## config.mk

```make
export PLATFORM = sky130hd
export DESIGN_NAME = idct_bufs
export DESIGN_NICKNAME = d
export VERILOG_FILES = /design/src/hw/rtl/idct_pkg.sv /design/src/hw/rtl/idct_bufs.sv
export SDC_FILE = /design/constraint.sdc
export NUM_CORES = 2
export LEC_CHECK = 0
export ABC_AREA = 0
export ABC_CLOCK_PERIOD_IN_PS = 9200
export BUFFER_PORTS_ARGS = -buffer_cell sky130_fd_sc_hd__buf_2
export CAP_MARGIN = 10
export CORE_UTILIZATION = 51
export CTS_BUF_LIST = sky130_fd_sc_hd__clkbuf_4 sky130_fd_sc_hd__clkbuf_8
export DETAILED_ROUTE_END_ITERATION = 6
export PLACE_DENSITY = 0.66
export SYNTH_ARGS = -nofsm -noshare
export SYNTH_HDL_FRONTEND = slang
export SYNTH_SLANG_ARGS = --single-unit
```

## constraint.sdc

```tcl
create_clock -name clk -period 9.2 [get_ports clk]
set_input_delay 2.76 -clock clk [delete_from_list [all_inputs] [get_ports clk]]
set_output_delay 2.76 -clock clk [all_outputs]
set_load 0.005 [all_outputs]
```

## src/hw/rtl/idct_pkg.sv

```systemverilog
// shared types, constants and cosine factors of the 8x8 idct block
package idct_pkg;

  localparam int COEF_BITS_DEF = 16;
  localparam int DATA_W = 16;
  localparam int PIX_W = 8;
  localparam int ACC_W = 22;
  localparam int OPD_W = 19;
  localparam int KC_W = 17;
  localparam int PROD_W = OPD_W + KC_W + 1;
  localparam int MUL_SHIFT = 16;
  localparam int OUT_SHIFT = 4;

  // cosine factors in unsigned 17-bit fixed point with 16 fraction bits
  localparam logic [KC_W-1:0] K1 = 17'd64277;
  localparam logic [KC_W-1:0] K2 = 17'd60547;
  localparam logic [KC_W-1:0] K3 = 17'd54491;
  localparam logic [KC_W-1:0] K4 = 17'd46341;
  localparam logic [KC_W-1:0] K5 = 17'd36410;
  localparam logic [KC_W-1:0] K6 = 17'd25080;
  localparam logic [KC_W-1:0] K7 = 17'd12785;

  // rounding and intra bias added to the even part of the second pass
  localparam logic signed [ACC_W-1:0] EADD_INTER = 22'sd8;
  localparam logic signed [ACC_W-1:0] EADD_INTRA = 22'sd2056;

  typedef struct packed {
    logic signed [DATA_W-1:0] coefficient;
    logic [PIX_W-1:0]         pred_pixel;
    logic                     mode;
  } in_t;

  typedef struct packed {
    logic [PIX_W-1:0] pixel;
    logic             last;
  } out_t;

  // block buffer write from the loader
  typedef struct packed {
    logic                     en;
    logic                     bank;
    logic [5:0]               idx;
    logic signed [DATA_W-1:0] coef;
    logic [PIX_W-1:0]         pred;
  } wr_t;

  // block buffer read from the transform engine
  typedef struct packed {
    logic       bank;
    logic [5:0] coef_idx;
    logic [5:0] pred_idx;
  } rd_t;

  // one loaded block waiting for the transform
  typedef struct packed {
    logic bank;
    logic intra;
  } desc_t;

endpackage

```

## src/hw/rtl/idct_bufs.sv

```systemverilog
// ping-pong block buffers for coefficients and predictor pixels
module idct_bufs (
  input  logic                                  clk,
  input  idct_pkg::wr_t                         wr,
  input  idct_pkg::rd_t                         rd,
  output logic signed [idct_pkg::DATA_W-1:0]    coef_q,
  output logic [idct_pkg::PIX_W-1:0]            pred_q
);
  import idct_pkg::*;

  logic signed [DATA_W-1:0] coef_mem [128];
  logic [PIX_W-1:0]         pred_mem [128];
  logic signed [DATA_W-1:0] coef_q_r;
  logic [PIX_W-1:0]         pred_q_r;

  // write from the loader
  always_ff @(posedge clk) begin
    if (wr.en) begin
      coef_mem[{wr.bank, wr.idx}] <= wr.coef;
      pred_mem[{wr.bank, wr.idx}] <= wr.pred;
    end
  end

  // registered reads for the engine
  always_ff @(posedge clk) begin
    coef_q_r <= coef_mem[{rd.bank, rd.coef_idx}];
    pred_q_r <= pred_mem[{rd.bank, rd.pred_idx}];
  end

  assign coef_q = coef_q_r;
  assign pred_q = pred_q_r;

endmodule

```

== Word level (Yosys, flattened, before mapping) ==
Memories as Yosys holds them, arrays and structs flattened. A register that Yosys moved wholly into a read port is not among the register bits.
Index checks and enable logic that the tools add are counted.
Word-level totals
  memory bits (writable): 3072
  bits in latches: 0
  bits of input ports: 46
  logic and storage cells: 4
  register bits: 0
  memory bits (read-only): 0
  memories kept: 2
  output and inout bits: 24
Cells by class
  mux-type cells: 2
  div/mod/pow operators: 0
  bitwise operators: 0
  shift operators: 0
  magnitude comparators: 0
  equality and inequality tests: 0
  reductions and logical operators: 0
  add/sub/neg operators: 0
  $mul: 0
Memory list
  coef_mem: words 128, bits a word 16, rd ports 1, clocked after memory_dff 1, write ports 1, line idct_bufs.sv:11  | logic signed [DATA_W-1:0] coef_mem [128];
  pred_mem: words 128, bits a word 8, rd ports 1, clocked after memory_dff 1, write ports 1, line idct_bufs.sv:12  | logic [PIX_W-1:0] pred_mem [128];
Operators by type and width (count)
  2-to-1 mux 1 bit: 2

== Longest topological paths before layout ==
  depth after elaboration: 2
  depth in mapped cells: 7

== Worst setup path after synthesis ==
No wires, ideal clock.
  kind: in2reg
  from: in rd[0] (netlist bit)
  to: reg pred_q_r[0], in the netlist pred_q[0], read port of pred_mem
  buffers on the path: 2
  library setup time: 0.121 ns
  path slack: 3.958 ns
  data arrival time: 5.121 ns
  cell stages on the path: 6
  cell sequence: clkbuf_1 -> clkbuf_1 -> mux4_2 -> mux4_2 -> mux4_2 -> mux2_2
RTL lines
  start: declaration: line idct_bufs.sv:5  | input idct_pkg::rd_t rd,
  end: declaration: line idct_bufs.sv:14  | logic [PIX_W-1:0] pred_q_r;

==> summary.txt <==
Worst setup path
  – Setup crit start kind: primary input
  – Setup Crit Path Kind: primary input to flop
  – Worst Setup End Kind: flop
  – CP arrival: 6.23 ns
  – CP max FO: 73
  – Worst endpoint required time: 10.21 ns

Placed design
  – Detailed Place HPWL: 154000 um
  – Final Wtd Congestion: 0.777
  – Placed cell area: 123000 sq um
  – Post-Place Cells: 7539
  – Port Buf Inserts: 69

Detailed routing
  – Via/cell ratio: 6.43
  – Final WL: 295000 um
  – Via count: ~54000
  – Detailed Route Iter0 Violations: 7405
  – DR WL/cell: 35.1 um
  – # DRC: 0
  – DRT Pass-1 Iters: 5
  – ANT nets after route: 0

Timing
  – Achievable Freq: 191 MHz
  – Total Neg Setup Slack: 0 ns
  – Worst Skew: 0.0639 ns
  – RSZ-0062 raised after global routing: false
  – Worst-Margin Slew: roughly 1.3 ns
  – Post-layout min period: 5.22 ns
  – Final-report hold violation count: 0
  – Final period util: 0.568
  – Smallest hold slack: 1.12 ns
  – Fin. max-slew vios: 0
  – Max_slew headroom: 0.145
  – Final setup vio count: 0

Layout
  – Final instance area: 132000 sq um
  – Core Util, Final: 0.579
  – Fraction of layout cells with a size suffix above 1: 0.393
  – Register area: between 90000 and 100000 sq um
  – Layout Cells excl Fill: 8406
  – Footprint of the multi-input gates: 24500 sq um
  – P&R area growth vs syn: 12.5%
  – Fillers: between 15000 and 20000
  – Final nets: 5057

Synth
  – Synthesized area: 117000 sq um
  – Area fraction of the dominant cell type after synthesis: 0.786
  – Warnings, synthesis: 0
  – Top-count cell post-synth: edfxtp_1
  – Area leader, netlist: edfxtp_1
  – Post-synth EDFFs: 3072
  – Cell count after synthesis: 4531
  – Prevailing post-synth register cell: edfxtp_1
  – Mapped Nets: ~4600
  – Synth top area cells: edfxtp_1, mux4_2, clkbuf_1
  – Top cells by count, synth: edfxtp_1, mux4_2, clkbuf_1
  – Post-synth ARST share: 0
  – Mean Syn Cell Area: 25.9 sq um
  – Synth cell types: 17
  – #FFs+latches synth: 3096
  – Register area share after synthesis: 0.790

Floorplanning
  – Die Span Y: 482 um
  – Die width: 482 um
  – IO Pins: 70
  – Die area: 232000 sq um
  – Site Rows: 175
  – Core area: 228000 sq um
  – Initial Utilization: 0.514

Flow run
  – Max-cap violations: 0

Clock tree
  – Postcts setup bufs: 0
  – CTS tree: built
  – Clock slew seen by the registers of the worst setup and hold paths: ~0.070 ns
  – TritonCTS Sinks: 3096
  – Hold_buf cts: 0
  – CTS max path bufs: 4
  – Root buffer cell: clkbuf_8
  – # resized after CTS: 0
  – CTS Buf Count: 478
  – Clk Latency, worst-skew pair: 1.13 ns
  – H-tree depth: 5

GRT
  – All-Layer GR Usage: 0.258
  – Vias in the first global route: 54546
  – First-pass GRT wire length: 412000 um
  – Initial antenna violation count: 24
  – GRT Residual Overflow: 0
  – Largest net degree at the start of global routing: 129

Pwr
  – Static Leak: a little over 40 nW
  – Peak VDD IR: 163 uV
  – Power Density: ~210 nW/um^2

Run status
  – Status: completed

Worst hold path
  – Hold Path Class: flop to flop
==> per-layer routing <==
metal | vias up | wire [um] | GRT usage
met2 | 3036 | 142000 | 0.402
li1 | 20963 | - | -
met1 | 29589 | 116000 | 0.374
met4 | 4 | 8790 | 0.0839
met3 | 433 | 27600 | 0.0461
met5 | - | 22 | 0
==> power by group <==
part           switching, mW  internal, mW  total [mW]
logic                  0.851         0.562        1.41
clock network           5.13          5.79        10.9
registers             0.0702          15.6        15.7
==> flip-flops by register name, summed over array words and instances (netlist names) <==
| name | flops |
|---|---|
| coef_mem | 2048 |
| pred_mem | 1024 |
| coef_q | 16 |
| pred_q | 8 |
==> layout make-up <==
cell class	instances	share of cell area
multi-input cells	1199	0.185
clock buffers	643	0.0599
well taps	3009	0.0285
flip-flops and latches	3096	0.702
diodes	19	0.000360
repair buffers	236	0.0150
clock inverters	204	0.00826
==> final timing paths <==
path	from	end	slack (ns)	cells past startpoint
worst max-delay path	rd[6]	coef_q[3]	3.98	6
worst min-delay path	pred_mem[30][2]	pred_q[2]	1.12	4
worst max register to register	coef_mem[31][1]	coef_q[1]	6.61	4
worst min register to register	pred_mem[30][2]	pred_q[2]	1.12	4
==> critical path, cell delays in order <==
cell	delay [ns]
buf_8	0.52
buf_12	0.50
mux4_2	0.60
mux4_2	0.54
mux4_2	0.71
mux2_2	0.34
==> cell usage in the layout, fill, tap and decap left out, drive strengths merged, types with 11 or more instances in the layout <==
cell | netlist | final
buf | 105 | 235
clkbuf | 131 | 644
clkinv | 0 | 190
dfxtp | 24 | 24
diode | 0 | 19
edfxtp | 3072 | 3072
mux2 | 24 | 24
mux4 | 1008 | 1008
nand2 | 13 | 13
nand3 | 11 | 11
nor2 | 129 | 129
==> cell families after synthesis <==
family                 after synthesis  share of synthesized area
multiplexers                      1032                      0.196
buffers and inverters              236                    0.00850
AND/OR/NAND/NOR                    167                    0.00577
flip-flops                        3096                      0.790
==> through the flow <==
step,power (mW),setup slack [ns]
after detailed placement,17.4,2.84
after floorplan,16.6,3.96
after global routing,28.8,3.89
after CTS,28.1,4.06
after global placement,17.3,2.83
final,28.0,3.98
Power figures use the tool's default switching activity.
