$ cat src/hw/rtl/idct_pkg.sv
// shared types, constants and cosine factors of the 8x8 idct block
package idct_pkg;

  localparam int COEF_BITS_DEF = 16;
  localparam int DATA_W = 16;
  localparam int PIX_W = 8;
  localparam int ACC_W = 22;
  localparam int OPD_W = 19;
  localparam int KC_W = 17;
  localparam int PROD_W = OPD_W + KC_W + 1;
  localparam int MUL_SHIFT = 16;
  localparam int OUT_SHIFT = 4;

  // cosine factors in unsigned 17-bit fixed point with 16 fraction bits
  localparam logic [KC_W-1:0] K1 = 17'd64277;
  localparam logic [KC_W-1:0] K2 = 17'd60547;
  localparam logic [KC_W-1:0] K3 = 17'd54491;
  localparam logic [KC_W-1:0] K4 = 17'd46341;
  localparam logic [KC_W-1:0] K5 = 17'd36410;
  localparam logic [KC_W-1:0] K6 = 17'd25080;
  localparam logic [KC_W-1:0] K7 = 17'd12785;

  // rounding and intra bias added to the even part of the second pass
  localparam logic signed [ACC_W-1:0] EADD_INTER = 22'sd8;
  localparam logic signed [ACC_W-1:0] EADD_INTRA = 22'sd2056;

  typedef struct packed {
    logic signed [DATA_W-1:0] coefficient;
    logic [PIX_W-1:0]         pred_pixel;
    logic                     mode;
  } in_t;

  typedef struct packed {
    logic [PIX_W-1:0] pixel;
    logic             last;
  } out_t;

  // block buffer write from the loader
  typedef struct packed {
    logic                     en;
    logic                     bank;
    logic [5:0]               idx;
    logic signed [DATA_W-1:0] coef;
    logic [PIX_W-1:0]         pred;
  } wr_t;

  // block buffer read from the transform engine
  typedef struct packed {
    logic       bank;
    logic [5:0] coef_idx;
    logic [5:0] pred_idx;
  } rd_t;

  // one loaded block waiting for the transform
  typedef struct packed {
    logic bank;
    logic intra;
  } desc_t;

endpackage

$ cat src/hw/rtl/idct_front.sv
// loader: counts items of a block into a free buffer bank and queues the block
module idct_front #(
  parameter int COEF_BITS = idct_pkg::COEF_BITS_DEF
) (
  input  logic           clk,
  input  logic           rst_n,
  input  logic           in_valid,
  output logic           in_ready,
  input  idct_pkg::in_t  in_data,
  output idct_pkg::wr_t  wr,
  output logic           push,
  output idct_pkg::desc_t push_desc,
  input  logic           blk_done
);
  import idct_pkg::*;

  localparam int SHIFT = DATA_W - COEF_BITS;

  logic [5:0] load_cnt_r;
  logic       bank_r;
  logic [1:0] inflight_r;
  logic [1:0] inflight_nxt;
  logic       accept;
  logic signed [DATA_W-1:0] coef_sh;
  logic signed [DATA_W-1:0] coef_ext;

  // both banks busy means no room for another block
  assign in_ready = (inflight_r != 2'd2);
  assign accept   = in_valid && in_ready;

  // keep the low COEF_BITS bits, sign extended
  assign coef_sh  = in_data.coefficient <<< SHIFT;
  assign coef_ext = coef_sh >>> SHIFT;

  assign wr.en   = accept;
  assign wr.bank = bank_r;
  assign wr.idx  = load_cnt_r;
  assign wr.coef = coef_ext;
  assign wr.pred = in_data.pred_pixel;

  assign push            = accept && (load_cnt_r == 6'd63);
  assign push_desc.bank  = bank_r;
  assign push_desc.intra = in_data.mode;

  always_comb begin
    inflight_nxt = inflight_r;
    if (push && !blk_done) begin
      inflight_nxt = inflight_r + 2'd1;
    end else if (!push && blk_done) begin
      inflight_nxt = inflight_r - 2'd1;
    end
  end

  // item counter, bank toggle and count of blocks in flight
  always_ff @(posedge clk) begin
    if (!rst_n) begin
      load_cnt_r <= '0;
      bank_r     <= 1'b0;
      inflight_r <= '0;
    end else begin
      inflight_r <= inflight_nxt;
      if (accept) begin
        load_cnt_r <= load_cnt_r + 6'd1;
      end
      if (push) begin
        bank_r <= ~bank_r;
      end
    end
  end

endmodule

$ cat config.mk
export PLATFORM = sky130hd
export DESIGN_NAME = idct_front
export DESIGN_NICKNAME = d
export VERILOG_FILES = /design/src/hw/rtl/idct_pkg.sv /design/src/hw/rtl/idct_front.sv
export SDC_FILE = /design/constraint.sdc
export NUM_CORES = 1
export LEC_CHECK = 0
export ABC_CLOCK_PERIOD_IN_PS = 2020
export BUFFER_PORTS_ARGS = -buffer_cell sky130_fd_sc_hd__buf_2
export CORE_UTILIZATION = 35
export CTS_BUF_LIST = sky130_fd_sc_hd__clkbuf_16
export CTS_CLUSTER_DIAMETER = 60
export CTS_CLUSTER_SIZE = 30
export DETAILED_ROUTE_END_ITERATION = 12
export PLACE_DENSITY = 0.89
export SLEW_MARGIN = 20
export SYNTH_ARGS = -nofsm -noshare
export SYNTH_HDL_FRONTEND = slang
export SYNTH_SLANG_ARGS = --single-unit
$ cat constraint.sdc
create_clock -name clk -period 2.02 [get_ports clk]
set_input_delay 0.404 -clock clk [delete_from_list [all_inputs] [get_ports clk]]
set_output_delay 0.404 -clock clk [all_outputs]
set_load 0.05 [all_outputs]
# ---- After elaboration in Yosys (flattened, before gate mapping)
# Index checks and enable logic that the tools add are counted.
dict set report op_classes {
  add_sub_neg 3
  n_reduce_logical 7
  bitwise_logic 1
  muxes 2
  eq_ne 2
}
# op n
set ops {}
lappend ops {{$add A6 B1 Y6 const B} 1}
lappend ops {{$eq A6 B6 Y1 const B} 1}
lappend ops {{$logic_and A1 B1 Y1} 4}
lappend ops {{$mux W2} 2}
lappend ops {{$add A2 B1 Y2 const B} 1}
lappend ops {{$logic_not A1 Y1} 2}
lappend ops {{$ne A2 B2 Y1 const B} 1}
lappend ops {{$reduce_bool A2 Y1} 1}
lappend ops {{$sub A2 B1 Y2 const B} 1}
lappend ops {{$not A1 Y1} 1}
dict set report word_totals {
  output_inout_bits 36
  input_bits 29
  regBits 9
  word_cells 18
}

# ---- Logic depth before layout (Yosys ltp)
dict set report depth {
  ltp_word 7
  mapped_depth 7
  depth_no_buf 7
}

# ---- Least setup slack after synthesis
# No wires, ideal clock.
dict set report synth_timing {
  path_kind {register to register}
  startpoint {reg load_cnt_r[0]}
  endpoint {reg inflight_r[1]}
  stages_incl_launch_ff 7
  required_time_ns 1.950
  path_buffers 0
  setup_time_ns 0.070
  synth_period_minus_slack_ns 3.071
  t_arrival_ns 3.001
  slack_ns -1.051
  cell_sequence {dfxtp_1 ha_1 nand2_1 nor4_2 ha_1 or3_1 a21oi_1}
}
dict set report synth_via {
  elab_chain_cells 5
  elab_cells_between_ends 7
}
# item line_no
set synth_lines {}
lappend synth_lines {{start, declared} idct_front.sv:19} ;# logic [5:0] load_cnt_r;
lappend synth_lines {{start signal, assigned} idct_front.sv:63} ;# load_cnt_r <= load_cnt_r + 6'd1;
lappend synth_lines {{$eq A6 B6 Y1 (*)} idct_front.sv:41} ;# assign push = accept && (load_cnt_r == 6'd63);
lappend synth_lines {{$logic_and A1 B1 Y1 (*)} idct_front.sv:41}
lappend synth_lines {{via push} idct_front.sv:11} ;# output logic push,
lappend synth_lines {{$logic_not A1 Y1} idct_front.sv:49} ;# end else if (!push && blk_done) begin
lappend synth_lines {{$logic_and A1 B1 Y1} idct_front.sv:49}
lappend synth_lines {{$reduce_bool A2 Y1 (no source line)} --}
lappend synth_lines {{end signal, assigned} idct_front.sv:61} ;# inflight_r <= inflight_nxt;
lappend synth_lines {{end, declared} idct_front.sv:21} ;# logic [1:0] inflight_r;
# The timed path passes the listed nets; every way through them passes the cells marked *.
# A chain may end at the register's enable or synchronous reset.

# ---- Worst setup path in the final report
dict set report layout_timing {
  startpoint {reg inflight_r[1]}
  endpoint {out push}
}
dict set report layout_via {
  elab_chain_cells 3
}
# item line_no
set layout_lines {}
lappend layout_lines {{$ne A2 B2 Y1} idct_front.sv:28} ;# assign in_ready = (inflight_r != 2'd2);
lappend layout_lines {{$logic_and A1 B1 Y1} idct_front.sv:29} ;# assign accept = in_valid && in_ready;
lappend layout_lines {{$logic_and A1 B1 Y1} idct_front.sv:41}
lappend layout_lines {{end, declared} idct_front.sv:11}
# No other way between the ends.

==> flow_summary_export.csv <==
group,metric,value,unit
grt,antenna_found_initial,0,
final_layout,regArea,203,um^2
clocking,clock-sinks,9,
grt,grt_use_met1,0.131,
logic_synthesis,syn-mean-instance-area,8.24,um^2
clocking,cts.clk_slew.worst_paths,0.04,ns
sta,rsz0062_at_grt,"false",
clocking,tritoncts,"done",
floorplan,die_area,0.00206,mm^2
route,first_pass_iters,4,
route,postRouteWirelength,1130,um
final_layout,design_area,674,um^2
sta,worstMarginPinSlew,0.500,ns
place,place_congestion,0.815,
sta,fin_worst_skew,0.000823,ns
worst_setup_path,end_kind,"output port",
grt,use_met2,0.177,
place,io_buffers,14,
grt,grtUsageMet3,0.0357,
final_layout,fillers,174,
floorplan,core_area,0.00175,mm^2
place,dp.cells,90,
route,viasPerCell,4.91,
logic_synthesis,ys_warn_count,0,
sta,drv_slew,0,
final_layout,final_cells,94,
final_layout,final_cell_mix,"buf_2 (14), a21oi_1 (6), dfxtp_4 (6)",
grt,grt_pass1_vias,410,
clocking,htreeDepth,1,
place,pre_cts_slack,0.251,ns
status,status,"finished clean",
worst_setup_path,cp.arrival,1.46,ns
run,maxCapViolCount,0,
place,dp_hpwl,803,um
worst_setup_path,critical_path.max_fanout,13,
place,place_area,596,um^2
route,drcViolationCount,0,
sta,final.setup.worst_slack,0.154,ns
pwr,p_total,0.000611,W
logic_synthesis,yosysUniqueCellTypes,21,
grt,grt_pass1_wl,1710,um
floorplan,die-width,45.4,um
clocking,clk_latency,0.24,ns
worst_setup_path,cp_data_required_time,1.62,ns
logic_synthesis,syn_inst,80,
sta,hold_viol,0,
clocking,cts_hold_buf,0,
logic_synthesis,syn-num-nets,111,
sta,finalSetupViolations,0,
logic_synthesis,synth_seq_cells,9,
final_layout,multiInputGateArea,277,um^2
sta,slew_headroom,0.665,
route,wl_per_cell,12.0,um
floorplan,num_rows,15,
pwr,vdd_drop_max,543,uV
worst_setup_path,worstSetupPathType,"register to output port",
final_layout,layout-drive-gt1-share,0.435,
worst_hold_path,holdCritPathClass,"input pin to register",
final_layout,syn2layout_area_growth,2.28,%
final_layout,antenna_cells,0,
floorplan,ios,65,
clocking,cts.repair.resized,0,
clocking,cts_buffer_depth,2,
floorplan,start_util,0.378,
sta,fmax,536,MHz
worst_setup_path,start_kind,"register",
logic_synthesis,ys_seq_area_frac,0.273,
final_layout,layout_commonest_cell,"buf_2",
sta,layout_worst_path_cycle_share,0.924,
pwr,cellLeakagePower,0.291,nW
route,first_iter_violations,4,
sta,finalCriticalPeriod,1.87,ns
grt,track_usage,0.124,
grt,grt_max_degree,14,
final_layout,layout.nets,101,
logic_synthesis,syn-cell-area,659,um^2
clocking,cts_root_buf,"clkbuf_16",
floorplan,dieHeight,45.4,um
clocking,post-cts-setup-buffer-count,0,
pwr,power.density,906,mW/mm^2
route,vias,462,
grt,overflow,0,
grt,grt_busiest_layer,"met2",
clocking,numCtsBuffers,3,
route,postRouteAntennaNets,0,
==> metal layers <==
layer / part of all wire / up-vias
met1: 0.38 / 210
li1: - / 219
met3: 0.090 / 12
met4: 0.058 / 0
met5: 0 / -
met2: 0.47 / 21
==> cells in the mapped netlist <==
master | count | area, um^2
nand2b_1 | 2 | 12.5
o31ai_1 | 2 | 15.0
nor2b_2 | 1 | 8.76
nand2_1 | 5 | 18.8
inv_1 | 3 | 11.3
dfxtp_1 | 9 | 180
nor3_1 | 1 | 5.00
inv_2 | 1 | 3.75
nor4_2 | 1 | 12.5
ha_1 | 2 | 25.0
nand3_1 | 2 | 10.0
buf_4 | 28 | 210
buf_6 | 1 | 11.3
o21ai_0 | 4 | 20.0
nor2_1 | 2 | 7.51
a21oi_1 | 6 | 30.0
xor2_1 | 2 | 17.5
nand4_1 | 1 | 6.26
or3_1 | 3 | 18.8
or4_1 | 2 | 15.0
mux2i_1 | 2 | 20.0
==> per-stage QoR <==
stage	util	hold slack, ns	setup TNS, ns
final	0.386	0.457	0
after global placement	0.341	0.466	0
after global routing	0.386	0.490	0
after CTS	0.386	0.459	0
after floorplan	-	0.456	-0.154
after detailed placement	0.341	0.481	0
==> flip-flops by register name (all words and copies together) (netlist names) <==
signal / count
bank_r: 1
inflight_r: 2
load_cnt_r: 6
==> final timing paths <==
check,from,endpoint,slack (ns),cells past startpoint
setup / recovery,inflight_r[1]$_SDFFE_PN0P_,push,0.15,3
hold / removal,rst_n,load_cnt_r[3]$_SDFFE_PN0P_,0.46,3
setup reg to reg,inflight_r[1]$_SDFFE_PN0P_,inflight_r[1]$_SDFFE_PN0P_,0.24,5
hold reg to reg,bank_r$_SDFFE_PN0P_,bank_r$_SDFFE_PN0P_,0.49,2
==> where the power goes <==
group | total [W] | switching (W) | internal (W)
clock network | 0.000348 | 0.0000893 | 0.000259
logic | 0.0000716 | 0.0000513 | 0.0000203
registers | 0.000191 | 0.0000101 | 0.000181
total | 0.000611 | 0.000151 | 0.000460
==> logic make-up after synthesis <==
logic type	share of synthesized area
AO/OA/AOI/OAI	0.0987
XOR/XNOR	0.0266
adder cells (fa/ha/maj)	0.0379
buffers and inverters	0.359
flip-flops	0.273
multiplexers	0.0304
AND/OR/NAND/NOR	0.175
==> critical path, cell delays in order, from the launching register on <==
cell and delay [ns]:
dfxtp_1 0.30, nor2b_2 0.23, nor4_4 0.36, buf_2 0.33
==> area by class of cell <==
cell class,count,area share
clock buffers,3,0.111
multi-input cells,38,0.410
clock inverters,1,0.00557
flip-flops and latches,9,0.301
well taps,25,0.0464
repair buffers,14,0.104
inverters,4,0.0223
No activity file was read; power rests on OpenSTA's default activity.
