[src/hw/rtl/idct_pkg.sv]
// shared types, constants and cosine factors of the 8x8 idct block
package idct_pkg;

  localparam int COEF_BITS_DEF = 16;
  localparam int DATA_W = 16;
  localparam int PIX_W = 8;
  localparam int ACC_W = 22;
  localparam int OPD_W = 19;
  localparam int KC_W = 17;
  localparam int PROD_W = OPD_W + KC_W + 1;
  localparam int MUL_SHIFT = 16;
  localparam int OUT_SHIFT = 4;

  // cosine factors in unsigned 17-bit fixed point with 16 fraction bits
  localparam logic [KC_W-1:0] K1 = 17'd64277;
  localparam logic [KC_W-1:0] K2 = 17'd60547;
  localparam logic [KC_W-1:0] K3 = 17'd54491;
  localparam logic [KC_W-1:0] K4 = 17'd46341;
  localparam logic [KC_W-1:0] K5 = 17'd36410;
  localparam logic [KC_W-1:0] K6 = 17'd25080;
  localparam logic [KC_W-1:0] K7 = 17'd12785;

  // rounding and intra bias added to the even part of the second pass
  localparam logic signed [ACC_W-1:0] EADD_INTER = 22'sd8;
  localparam logic signed [ACC_W-1:0] EADD_INTRA = 22'sd2056;

  typedef struct packed {
    logic signed [DATA_W-1:0] coefficient;
    logic [PIX_W-1:0]         pred_pixel;
    logic                     mode;
  } in_t;

  typedef struct packed {
    logic [PIX_W-1:0] pixel;
    logic             last;
  } out_t;

  // block buffer write from the loader
  typedef struct packed {
    logic                     en;
    logic                     bank;
    logic [5:0]               idx;
    logic signed [DATA_W-1:0] coef;
    logic [PIX_W-1:0]         pred;
  } wr_t;

  // block buffer read from the transform engine
  typedef struct packed {
    logic       bank;
    logic [5:0] coef_idx;
    logic [5:0] pred_idx;
  } rd_t;

  // one loaded block waiting for the transform
  typedef struct packed {
    logic bank;
    logic intra;
  } desc_t;

endpackage

[src/hw/rtl/idct_queue.sv]
// two-entry queue of loaded blocks between loader and transform engine
module idct_queue (
  input  logic            clk,
  input  logic            rst_n,
  input  logic            push,
  input  idct_pkg::desc_t push_desc,
  input  logic            pop,
  output logic            empty,
  output idct_pkg::desc_t head
);
  import idct_pkg::*;

  desc_t      ent_r [2];
  logic       wr_ptr_r;
  logic       rd_ptr_r;
  logic [1:0] cnt_r;

  assign empty = (cnt_r == 2'd0);
  assign head  = ent_r[rd_ptr_r];

  // pointers and fill level
  always_ff @(posedge clk) begin
    if (!rst_n) begin
      wr_ptr_r <= 1'b0;
      rd_ptr_r <= 1'b0;
      cnt_r    <= '0;
    end else begin
      if (push) begin
        wr_ptr_r <= ~wr_ptr_r;
      end
      if (pop) begin
        rd_ptr_r <= ~rd_ptr_r;
      end
      if (push && !pop) begin
        cnt_r <= cnt_r + 2'd1;
      end else if (!push && pop) begin
        cnt_r <= cnt_r - 2'd1;
      end
    end
  end

  // entry storage
  always_ff @(posedge clk) begin
    if (push) begin
      ent_r[wr_ptr_r] <= push_desc;
    end
  end

endmodule

[config.mk]
export PLATFORM = sky130hd
export DESIGN_NAME = idct_queue
export DESIGN_NICKNAME = d
export VERILOG_FILES = /design/src/hw/rtl/idct_pkg.sv /design/src/hw/rtl/idct_queue.sv
export SDC_FILE = /design/constraint.sdc
export NUM_CORES = 1
export LEC_CHECK = 0
export BUFFER_PORTS_ARGS = -buffer_cell sky130_fd_sc_hd__buf_4
export CORE_UTILIZATION = 25
export DETAILED_ROUTE_END_ITERATION = 8
export PLACE_DENSITY = 0.51
export SLEW_MARGIN = 0
export SYNTH_ARGS = -nofsm -noshare
export SYNTH_HDL_FRONTEND = slang
export SYNTH_SLANG_ARGS = --single-unit
[constraint.sdc]
create_clock -name clk -period 3.5 [get_ports clk]
set_input_delay 1.05 -clock clk [delete_from_list [all_inputs] [get_ports clk]]
set_output_delay 1.05 -clock clk [all_outputs]
set_load 0.005 [all_outputs]
Word level (Yosys, flattened, before mapping)
Memories as Yosys holds them, arrays and structs flattened. A register that Yosys moved wholly into a read port is not among the register bits.
Cells that the tools add are included.

word-level totals
  register bits = 4
  memory bits (writable) = 4
  input bits = 6
  word-level logic and storage cells = 20
  memories kept = 1

operators by class
  $add $sub $neg = 2
  multiplexer cells = 6
  bitwise operators = 2
  reduce and logical (&&, ||, !) cells = 6

memory list
  name   words  bits a word  read ports  clocked after Yosys merged registers in  write ports  line              source
  ent_r  2      2            1           1                                        1            idct_queue.sv:13  desc_t ent_r [2];

operators by type and width
  cell                                              number
  2-to-1 mux 1 bit                                  4
  2-to-1 mux 2 bit                                  2
  adder 2 x 1 -> 2 bit, second input constant       1
  logical AND 1 bit                                 2
  zero test 1 bit                                   2
  zero test 2 bit                                   1
  inverter 1 bit                                    2
  nonzero test 2 bit                                1
  subtractor 2 x 1 -> 2 bit, second input constant  1

Longest topological paths before layout
Gate-level depths: netlist of the first run.

  depth in word-level cells = 4
  gate-level depth with buffers = 5
  mapped depth without buffers = 5

Worst setup path after synthesis of the first run
OpenSTA, ideal clock, no wires.

  path kind = input -> register
  start = input pop
  end = register cnt_r[1]
  setup time = 0.070 ns
  data arrival time = 1.848 ns
  required time = 3.430 ns
  slack = 1.582 ns
  stages = 4
  path buffers = 0
  cell sequence = inv_1 ha_1 or3_1 a21boi_1

between the ends
  longest elaborated chain between the ends = 3
  elaborated cells on any way between the ends = 5
  those cells by class = mux: 1; reduce/logical: 4

ends and longest elaborated chain
  item                                                    line              source
  from (decl)                                             idct_queue.sv:7   input logic pop,
  zero test 1 bit                                         idct_queue.sv:34  if (push && !pop) begin
  logical AND 1 bit                                       idct_queue.sv:34
  2-to-1 mux 2 bit or nonzero test 2 bit (tied branches)  n/a
  to (signal assigned)                                    idct_queue.sv:35  cnt_r <= cnt_r + 2'd1;
  to (signal assigned)                                    idct_queue.sv:37  cnt_r <= cnt_r - 2'd1;
  to (decl)                                               idct_queue.sv:16  logic [1:0] cnt_r;

Several ways; a longest one is shown, not always the timed one.
A chain may end at the register's enable or synchronous reset.

==> run_results.csv, run 1 <==
group,metric,value,unit
outcome,outcome,"finished clean",
cts,cts_tree,"yes",
timing,slew_headroom,83.67,%
grt,grt_pass1_wl,786,um
drt,drc_errors,0,
cts,cts-root-buf,"clkbuf_4",
timing,hold_viol_final,0,
pwr,ir_worst_vdd,0.1387,mV
setup_path,rrSetupSlack,2450,ps
drt,first_iter_violations,1,
setup_path,crit_required,2450,ps
setup_path,r2r-start,"cnt_r[0]$_SDFFE_PN0P_",
floorplanning,die_y,39.57,um
hold_path,hold_class,"flip-flop to flip-flop",
cts,clockBufferDepth,2,
grt,grt_pass1_vias,208,
floorplanning,die_area,1565,um2
timing,setup-violations-final,0,
timing,finalCritPeriodShare,60.50,%
timing,rsz0062_at_grt,"no",
floorplanning,num_rows,13,
cts,ctsHoldBuffers,0,
floorplanning,start_util,27.12,%
grt,gr-total-overflow,0,
cells_and_area,area_delta_synth_final,30.14,%
drt,wl_per_cell,9.222,um
logic_synthesis,synth_nets,34,
grt,antenna_found_initial,0,
cells_and_area,final_cells,54,
timing,worstMarginPinSlew,244.5,ps
setup_path,critPathTopFamily,"flip-flops",
setup_path,critPathArrivalTime,1070,ps
drt,num_vias,223,
logic_synthesis,postSynthAreaPerCell,13.07,um2
hold_path,holdPathEnd,"cnt_r[1]$_SDFFE_PN0P_",
timing,setup_tns,0,ps
cts,clock_latency,260,ps
cells_and_area,drive_above_1_share,35.90,%
setup_path,crit_type,"flip-flop to primary output",
logic_synthesis,ys_seq_area_share,62.41,%
cts,cts_buffers,3,
logic_synthesis,ys_ff_latch,9,
drt,ant_nets,0,
drt,firstDrtPassIters,2,
setup_path,crit_chain,"mux2_2 -> buf_4",
drt,via_per_inst,4.130,
drt,drt_wl_total,498,um
logic_synthesis,synth_cells,27,
floorplanning,io_pins,9,
pwr,finalPower,0.2389,mW
cts,clock_tree.htree_level_count,1,
logic_synthesis,yosysWarnings,0,
place,dp_cells,50,
place,place.port_buffers,8,
setup_path,cp_slowest_cell,"dfxtp_1",
hold_path,min_from,"cnt_r[1]$_SDFFE_PN0P_",
run,maxCapViolations,0,
setup_path,critPathMaxStageDelay,350,ps
setup_path,r2r-end,"cnt_r[1]$_SDFFE_PN0P_",
timing,drv_slew,0,
pwr,total_leakage_power,0.1944,nW
setup_path,critPathBufInv,1,
grt,grtUsageMet2,13.52,%
grt,grt_usage,8.314,%
grt,met3_usage,3.409,%
setup_path,reg2reg_depth,3,
grt,grt_busiest_layer,"met2",
floorplanning,fp.coreArea,1301,um2
cells_and_area,antenna_cells,0,
floorplanning,die_w,39.57,um
grt,gr-usage-met1,7.692,%
timing,timing.fmax,472.3,MHz
setup_path,end_kind,"primary output",
logic_synthesis,synth_cell_type_count,14,
timing,finalClockSkew,4.941,ps
logic_synthesis,syn_area,352.8,um2
timing,min_period,2118,ps
cts,clk_pin_slew,70,ps
cells_and_area,nets,47,
setup_path,startpoint_type,"flip-flop",
cts,cts.sink_count,9,
hold_path,worstHoldPathCells,2,
pwr,power_per_cell_area,520.2,nW/um2
setup_path,cp_max_fo,2,
cts,cts_setup_buffers,0,
grt,grt_start_max_net_pins,7,
place,place.gp.congestion,0.6408,
cts,cts_resized,0,
worst max path at each step:
stage                            endpoint  cells past startpoint
global route                      head[0]                      2
floorplan           cnt_r[1]$_SDFFE_PN0P_                      4
global placement    cnt_r[1]$_SDFFE_PN0P_                      4
CTS                               head[0]                      2
finish                            head[1]                      2
detailed placement  cnt_r[1]$_SDFFE_PN0P_                      4
cell families (layout without fill, tap and decap cells):
family	Yosys count	in the layout	synth area share (%)
compound gates	3	3	5.674
xor+xnor	3	3	7.448
fa+ha+maj	1	1	3.546
buf+inv	1	13	1.063
flops	9	9	62.41
mux	2	2	6.383
simple gates	8	8	13.47
layer usage:
| metal | wire length, um | up-vias | share of wire (%) |
|---|---|---|---|
| met5 | 0 | - | 0 |
| met4 | 8 | 0 | 1.6 |
| met3 | 32 | 2 | 6.4 |
| met2 | 251 | 7 | 50 |
| met1 | 206 | 98 | 41 |
| li1 | - | 116 | - |
per-stage QoR:
stage	setup slack, ps	area [um2]	hold slack [ps]	utilization [%]
final	1382	459.2	507.2	35.29
after global routing	1326	459.2	531.6	35.29
after floorplan	1582	352.8	457.3	-
after CTS	1364	459.2	510.6	35.29
after global placement	1447	431.7	468.1	33.17
after detailed placement	1388	431.7	494.2	33.17
Yosys cell counts:
| cell type | n | area [um2] |
|---|---|---|
| dfxtp_1 | 5 | 100.1 |
| and2_1 | 4 | 25.02 |
| edfxtp_1 | 4 | 120.1 |
| mux2_2 | 2 | 22.52 |
| nor2b_1 | 2 | 12.51 |
| xor2_1 | 2 | 17.52 |
| a21boi_1 | 1 | 7.510 |
| ha_1 | 1 | 12.51 |
| inv_1 | 1 | 3.750 |
| nor2_1 | 1 | 3.750 |
| o21a_1 | 1 | 7.510 |
| o21ai_0 | 1 | 5.000 |
| or3_1 | 1 | 6.260 |
| xnor2_1 | 1 | 8.760 |
power by group:
group	switching, mW	internal [mW]	total [mW]	leakage [nW]
clock	0.0374	0.0421	0.0795	0.0177
combinational	0.0127	0.0219	0.0347	0.0976
sequential	0.00537	0.119	0.125	0.0791
total	0.0555	0.183	0.239	0.194
area by class of cell:
cell class / instances / area, um2
Clock buffer: 3 / 22.52
Timing Repair Buffer: 8 / 60.06
Clock inverter: 1 / 5.005
Tap cell: 15 / 18.77
Fill cell: 143 / 842.1
Inverter: 1 / 3.754
Multi-Input combinational cell: 17 / 128.9
Sequential cell: 9 / 220.2
placed cells by master (no fill, tap or decap):
cell type / count
a21boi_1: 1
and2_1: 4
buf_4: 8
clkbuf_4: 3
clkinv_2: 1
dfxtp_1: 5
edfxtp_1: 4
ha_1: 1
inv_1: 1
mux2_2: 2
nor2_1: 1
nor2b_1: 2
o21a_1: 1
o21ai_0: 1
or3_1: 1
xnor2_1: 1
xor2_1: 2
worst reg2reg max path, delay by kind of cell (launching register included):
kind / cells / cell delay [ps]
flip-flops: 1 / 340
AND/OR/NAND/NOR: 1 / 320
XOR/XNOR: 1 / 180
AO/OA/AOI/OAI: 1 / 150
Note: power is estimated with default switching activity, not from simulation.
==> inputs of run 2 (changes only) <==
PLACE_DENSITY = 0.52   (was 0.51)
clock period = 1.8 ns   (was 3.5 ns; I/O delays follow)
==> run 2 against run 1 <==
Effect of this change:
- critical path depth stayed put
- critical path type unchanged
- worst hold slack worse by 44 ps
- final cell count stayed put
- worst setup slack worse by 1200 ps
- highest routed layer unchanged
- sequential power is 94% higher
- via count is 4.9% higher
- sequential cell count stayed put
- design area is 0.27% lower
==> run_results.csv, run 2 (synthesized netlist as in run 1, its figures left out) <==
group,metric,value,unit
drt,dr_wl_met2,299,um
cts,clk_pin_slew,60,ps
place,place.gp.congestion,0.5984,
timing,min_period,1621,ps
drt,wl_per_cell,10.72,um
grt,gr-total-overflow,0,
timing,worstMarginPinSlew,266.9,ps
grt,grt_usage,9.846,%
hold_path,holdPathEnd,"ent_r[1][1]$_DFFE_PP_",
drt,drt_wl_total,579,um
timing,finalCritPeriodShare,90.03,%
cells_and_area,drive_above_1_share,33.33,%
pwr,ir_worst_vdd,0.3402,mV
hold_path,worstHoldPathCells,1,
setup_path,r2r-start,"cnt_r[0]$_SDFFE_PN0P_",
cells_and_area,final_common_cell,"buf_4",
cells_and_area,fill_cells,139,
setup_path,startpoint_type,"flip-flop",
cts,clockBufferDepth,2,
setup_path,r2r-end,"cnt_r[1]$_SDFFE_PN0P_",
setup_path,crit_type,"flip-flop to primary output",
timing,timing.fmax,617.1,MHz
floorplanning,die_y,39.57,um
setup_path,crit_required,1260,ps
cts,cts_tree,"yes",
timing,hold_viol_final,0,
pwr,power_per_cell_area,1019,nW/um2
cells_and_area,layout_common_cells,"8 x buf_4, 5 x dfxtp_1, 4 x and2_1, 4 x edfxtp_1, 3 x clkbuf_4",
floorplanning,num_rows,13,
pwr,finalPower,0.4665,mW
cts,clock_latency,260,ps
place,hpwlAfterDp,435.9,um
cells_and_area,nets,47,
drt,wl_met1,232,um
floorplanning,fp.coreArea,1301,um2
cts,ctsHoldBuffers,0,
floorplanning,die_w,39.57,um
cells_and_area,antenna_cells,0,
grt,grt_start_max_net_pins,6,
timing,setup_tns,0,ps
timing,drv_slew,0,
setup_path,cp_max_fo,2,
grt,grt_pass1_wl,924,um
cells_and_area,area_delta_synth_final,29.79,%
drt,maxUsedRoutingLayer,"met4",
timing,rsz0062_at_grt,"no",
cts,cts_resized,0,
timing,slew_headroom,82.17,%
drt,route.met3.wl,32,um
setup_path,end_kind,"primary output",
hold_path,min_from,"push_desc[1]",
cts,cts.sink_count,9,
run,maxCapViolations,0,
timing,finalClockSkew,7.312,ps
setup_path,reg2reg_depth,3,
drt,drc_errors,0,
drt,first_iter_violations,2,
pwr,total_leakage_power,0.1917,nW
grt,antenna_found_initial,0,
hold_path,hold_class,"input pin to flip-flop",
floorplanning,die_area,1565,um2
cts,cts_buffers,3,
floorplanning,io_pins,9,
drt,ant_nets,0,
cts,clock_tree.htree_level_count,1,
cts,cts-root-buf,"clkbuf_4",
cts,cts_setup_buffers,0,
place,place.port_buffers,8,
floorplanning,start_util,27.12,%
drt,firstDrtPassIters,2,
setup_path,critPathArrivalTime,1080,ps
grt,grt_pass1_vias,230,
drt,num_vias,234,
outcome,outcome,"finished clean",
drt,via_per_inst,4.333,
setup_path,rrSetupSlack,780,ps
timing,setup-violations-final,0,
## run 2: metal layers
metal	global-route usage, %	vias to the layer above
li1	-	116
met3	3.977	2
met2	15.57	7
met4	10.34	0
met5	0	-
met1	9.059	109
## run 2: cell type report
| cell class | count | area [um2] | share of cell area, % |
|---|---|---|---|
| sequential | 9 | 220.2 | 48.09 |
| multi-input combinational | 17 | 128.9 | 28.14 |
| timing repair buffer | 8 | 60.06 | 13.11 |
| clock buffer | 4 | 26.28 | 5.738 |
| tap | 15 | 18.77 | 4.098 |
| inverter | 1 | 3.754 | 0.8197 |
## run 2: worst max path at each step
stage                                  to  slack, ps  startpoint  depth (start not counted)
detailed placement  cnt_r[1]$_SDFFE_PN0P_        200        push                          4
floorplan           cnt_r[1]$_SDFFE_PN0P_        390         pop                          4
global placement    cnt_r[1]$_SDFFE_PN0P_        260        push                          4
finish                            head[1]        180   flip-flop                          2
CTS                               head[0]        170   flip-flop                          2
global route                      head[1]        130   flip-flop                          2
## run 2: through the flow
step / hold WS [ps] / cells / setup slack [ps] / cell area (um2) / utilization, %
final: 462.7 / 54 / 179.5 / 457.9 / 35.19
after global routing: 459.2 / 54 / 126.3 / 457.9 / 35.19
after CTS: 464.7 / 54 / 166.6 / 457.9 / 35.19
after detailed placement: 496.3 / 50 / 196.7 / 431.7 / 33.17
after global placement: 467.5 / 50 / 256.7 / 431.7 / 33.17
after floorplan: 457.3 / 27 / 391.6 / 352.8 / -
## run 2: power breakdown
| group | internal [mW] | total (mW) | switching [mW] |
|---|---|---|---|
| registers | 0.232 | 0.242 | 0.0103 |
| clock network | 0.0854 | 0.155 | 0.0698 |
| logic | 0.0428 | 0.0690 | 0.0262 |
| total | 0.360 | 0.467 | 0.106 |
## run 2: worst max-delay path: stages (launching register included)
cell and delay [ps]:
dfxtp_1 350, mux2_2 340, buf_4 130
==> inputs of run 3 (changes only) <==
CELL_PAD_IN_SITES_DETAIL_PLACEMENT = 2   (was not set)
CELL_PAD_IN_SITES_GLOBAL_PLACEMENT = 2   (was not set)
CTS_BUF_LIST = sky130_fd_sc_hd__clkbuf_4   (was not set)
PLACE_DENSITY = 0.69   (was 0.52)
==> run 3 against run 2 <==
Effect of this change:
- combinational power up 4.5%
- sequential share of layout area shrank 0.39 points
- fmax is 0.88% higher
- total power is 3.7% higher
- critical path depth unchanged
- worst hold slack better by 8.8 ps
- wire length up 28%
- sequential cell count is the same
- clock-buffer cell count stayed put
- final cell count did not move
- critical path type unchanged
==> run_results.csv, run 3 (synthesized netlist as in run 1, its figures left out) <==
group,metric,value,unit
drt,drt_wl_total,744,um
setup_path,critPathBufInv,1,
grt,grtUsageMet2,24.59,%
cts,cts-root-buf,"clkbuf_4",
grt,grt_start_max_net_pins,6,
grt,gr-total-overflow,0,
run,maxCapViolations,0,
place,place.gp.congestion,0.6133,
drt,wl_per_cell,13.78,um
cts,cts_setup_buffers,0,
grt,antenna_found_initial,0,
grt,grt_usage,13.30,%
drt,firstDrtPassIters,2,
pwr,p_seq_share,50.3,%
cts,ctsHoldBuffers,0,
cts,cts.sink_count,9,
cells_and_area,nets,47,
setup_path,crit_type,"flip-flop to primary output",
floorplanning,die_w,39.57,um
floorplanning,die_y,39.57,um
timing,timing.fmax,622.5,MHz
grt,met3_usage,5.114,%
place,dpl-instance-area,431.7,um2
timing,min_period,1606,ps
timing,worstMarginPinSlew,311.4,ps
cts,cts_resized,0,
pwr,ir_worst_vdd,0.2492,mV
setup_path,end_kind,"primary output",
cells_and_area,layout_common_cells,"8 x buf_4, 5 x dfxtp_1, 4 x and2_1, 4 x clkbuf_4, 4 x edfxtp_1",
drt,drc_errors,0,
pwr,swShare,22.43,%
floorplanning,fp.coreArea,1301,um2
cts,clk_pin_slew,60,ps
cells_and_area,antenna_cells,0,
hold_path,min_from,"push_desc[1]",
place,place.port_buffers,8,
timing,hold_viol_final,0,
timing,finalClockSkew,1.811,ps
cells_and_area,fin_util,35.48,%
cts,clockBufferDepth,2,
cells_and_area,area_delta_synth_final,30.85,%
setup_path,startpoint_type,"flip-flop",
cells_and_area,design_area,461.7,um2
setup_path,crit_required,1260,ps
pwr,power_per_cell_area,1048,nW/um2
grt,grt_busiest_layer,"met2",
timing,drv_slew,0,
pwr,p_sw,0.1085,mW
timing,finalCritPeriodShare,89.24,%
floorplanning,io_pins,9,
pwr,finalPower,0.4838,mW
pwr,total_leakage_power,0.1951,nW
pwr,p_clk_share,34.8,%
cells_and_area,fill_cells,146,
setup_path,cp_max_fo,2,
drt,ant_nets,0,
floorplanning,num_rows,13,
floorplanning,die_area,1565,um2
cells_and_area,final_common_cell,"buf_4",
timing,slew_headroom,79.20,%
pwr,power.internal,0.3753,mW
cts,clock_latency,260,ps
setup_path,crit_chain,"mux2_2 -> buf_4",
grt,gr-usage-met1,11.89,%
setup_path,r2r-start,"cnt_r[0]$_SDFFE_PN0P_",
timing,setup_tns,0,ps
timing,rsz0062_at_grt,"no",
drt,via_per_inst,4.481,
outcome,outcome,"finished clean",
pwr,combPwrFrac,14.9,%
grt,grt_pass1_wl,1221,um
drt,first_iter_violations,1,
grt,grt_pass1_vias,295,
setup_path,critPathTopFamily,"flip-flops",
cts,cts_tree,"yes",
cells_and_area,drive_above_1_share,35.90,%
setup_path,critPathArrivalTime,1070,ps
hold_path,hold_class,"input pin to flip-flop",
setup_path,cp_slowest_cell,"dfxtp_1",
setup_path,critPathMaxStageDelay,340,ps
drt,num_vias,242,
cts,clock_tree.htree_level_count,1,
cts,cts_buffers,3,
floorplanning,start_util,27.12,%
timing,setup-violations-final,0,
run 3: cell counts in the layout (fill, tap and decap cells not counted):
No cell type changed its count.
run 3: worst paths after layout:
kind                            to  slack, ps  cells after the start
max                        head[0]        190                      2
min          ent_r[0][1]$_DFFE_PP_        470                      1
max reg2reg  cnt_r[1]$_SDFFE_PN0P_        750                      3
min reg2reg  cnt_r[1]$_SDFFE_PN0P_        520                      2
run 3: layout make-up:
cell class	count	area [um2]	share of cell area [%]
Multi-Input combinational cell	17	128.9	27.91
Sequential cell	9	220.2	47.70
Timing Repair Buffer	8	60.06	13.01
Inverter	1	3.754	0.8130
Clock buffer	4	30.03	6.504
Tap cell	15	18.77	4.065
run 3: layer usage:
| metal | part of all wire [%] | up-vias |
|---|---|---|
| met5 | 0 | - |
| met4 | 1.5 | 0 |
| met1 | 34 | 115 |
| li1 | - | 116 |
| met2 | 58 | 9 |
| met3 | 6.9 | 2 |
run 3: through the flow:
step / worst slack (ps) / hold slack [ps] / std cells
finish: 193.7 / 471.6 / 54
global route: 140.5 / 460.9 / 54
CTS: 180.2 / 465.7 / 54
detailed placement: 190.6 / 523.2 / 50
global placement: 255.6 / 468.6 / 50
floorplan: 391.6 / 457.3 / 27
run 3: power by group through the flow:
stage	registers [mW]	logic (mW)	clock network (mW)
4_1_cts	0.244	0.0744	0.174
3_3_place_gp	0.246	0.0664	0
3_5_place_dp	0.248	0.0736	0
2_1_floorplan	0.244	0.0382	0
5_1_grt	0.246	0.0816	0.184
6_report	0.243	0.0721	0.168
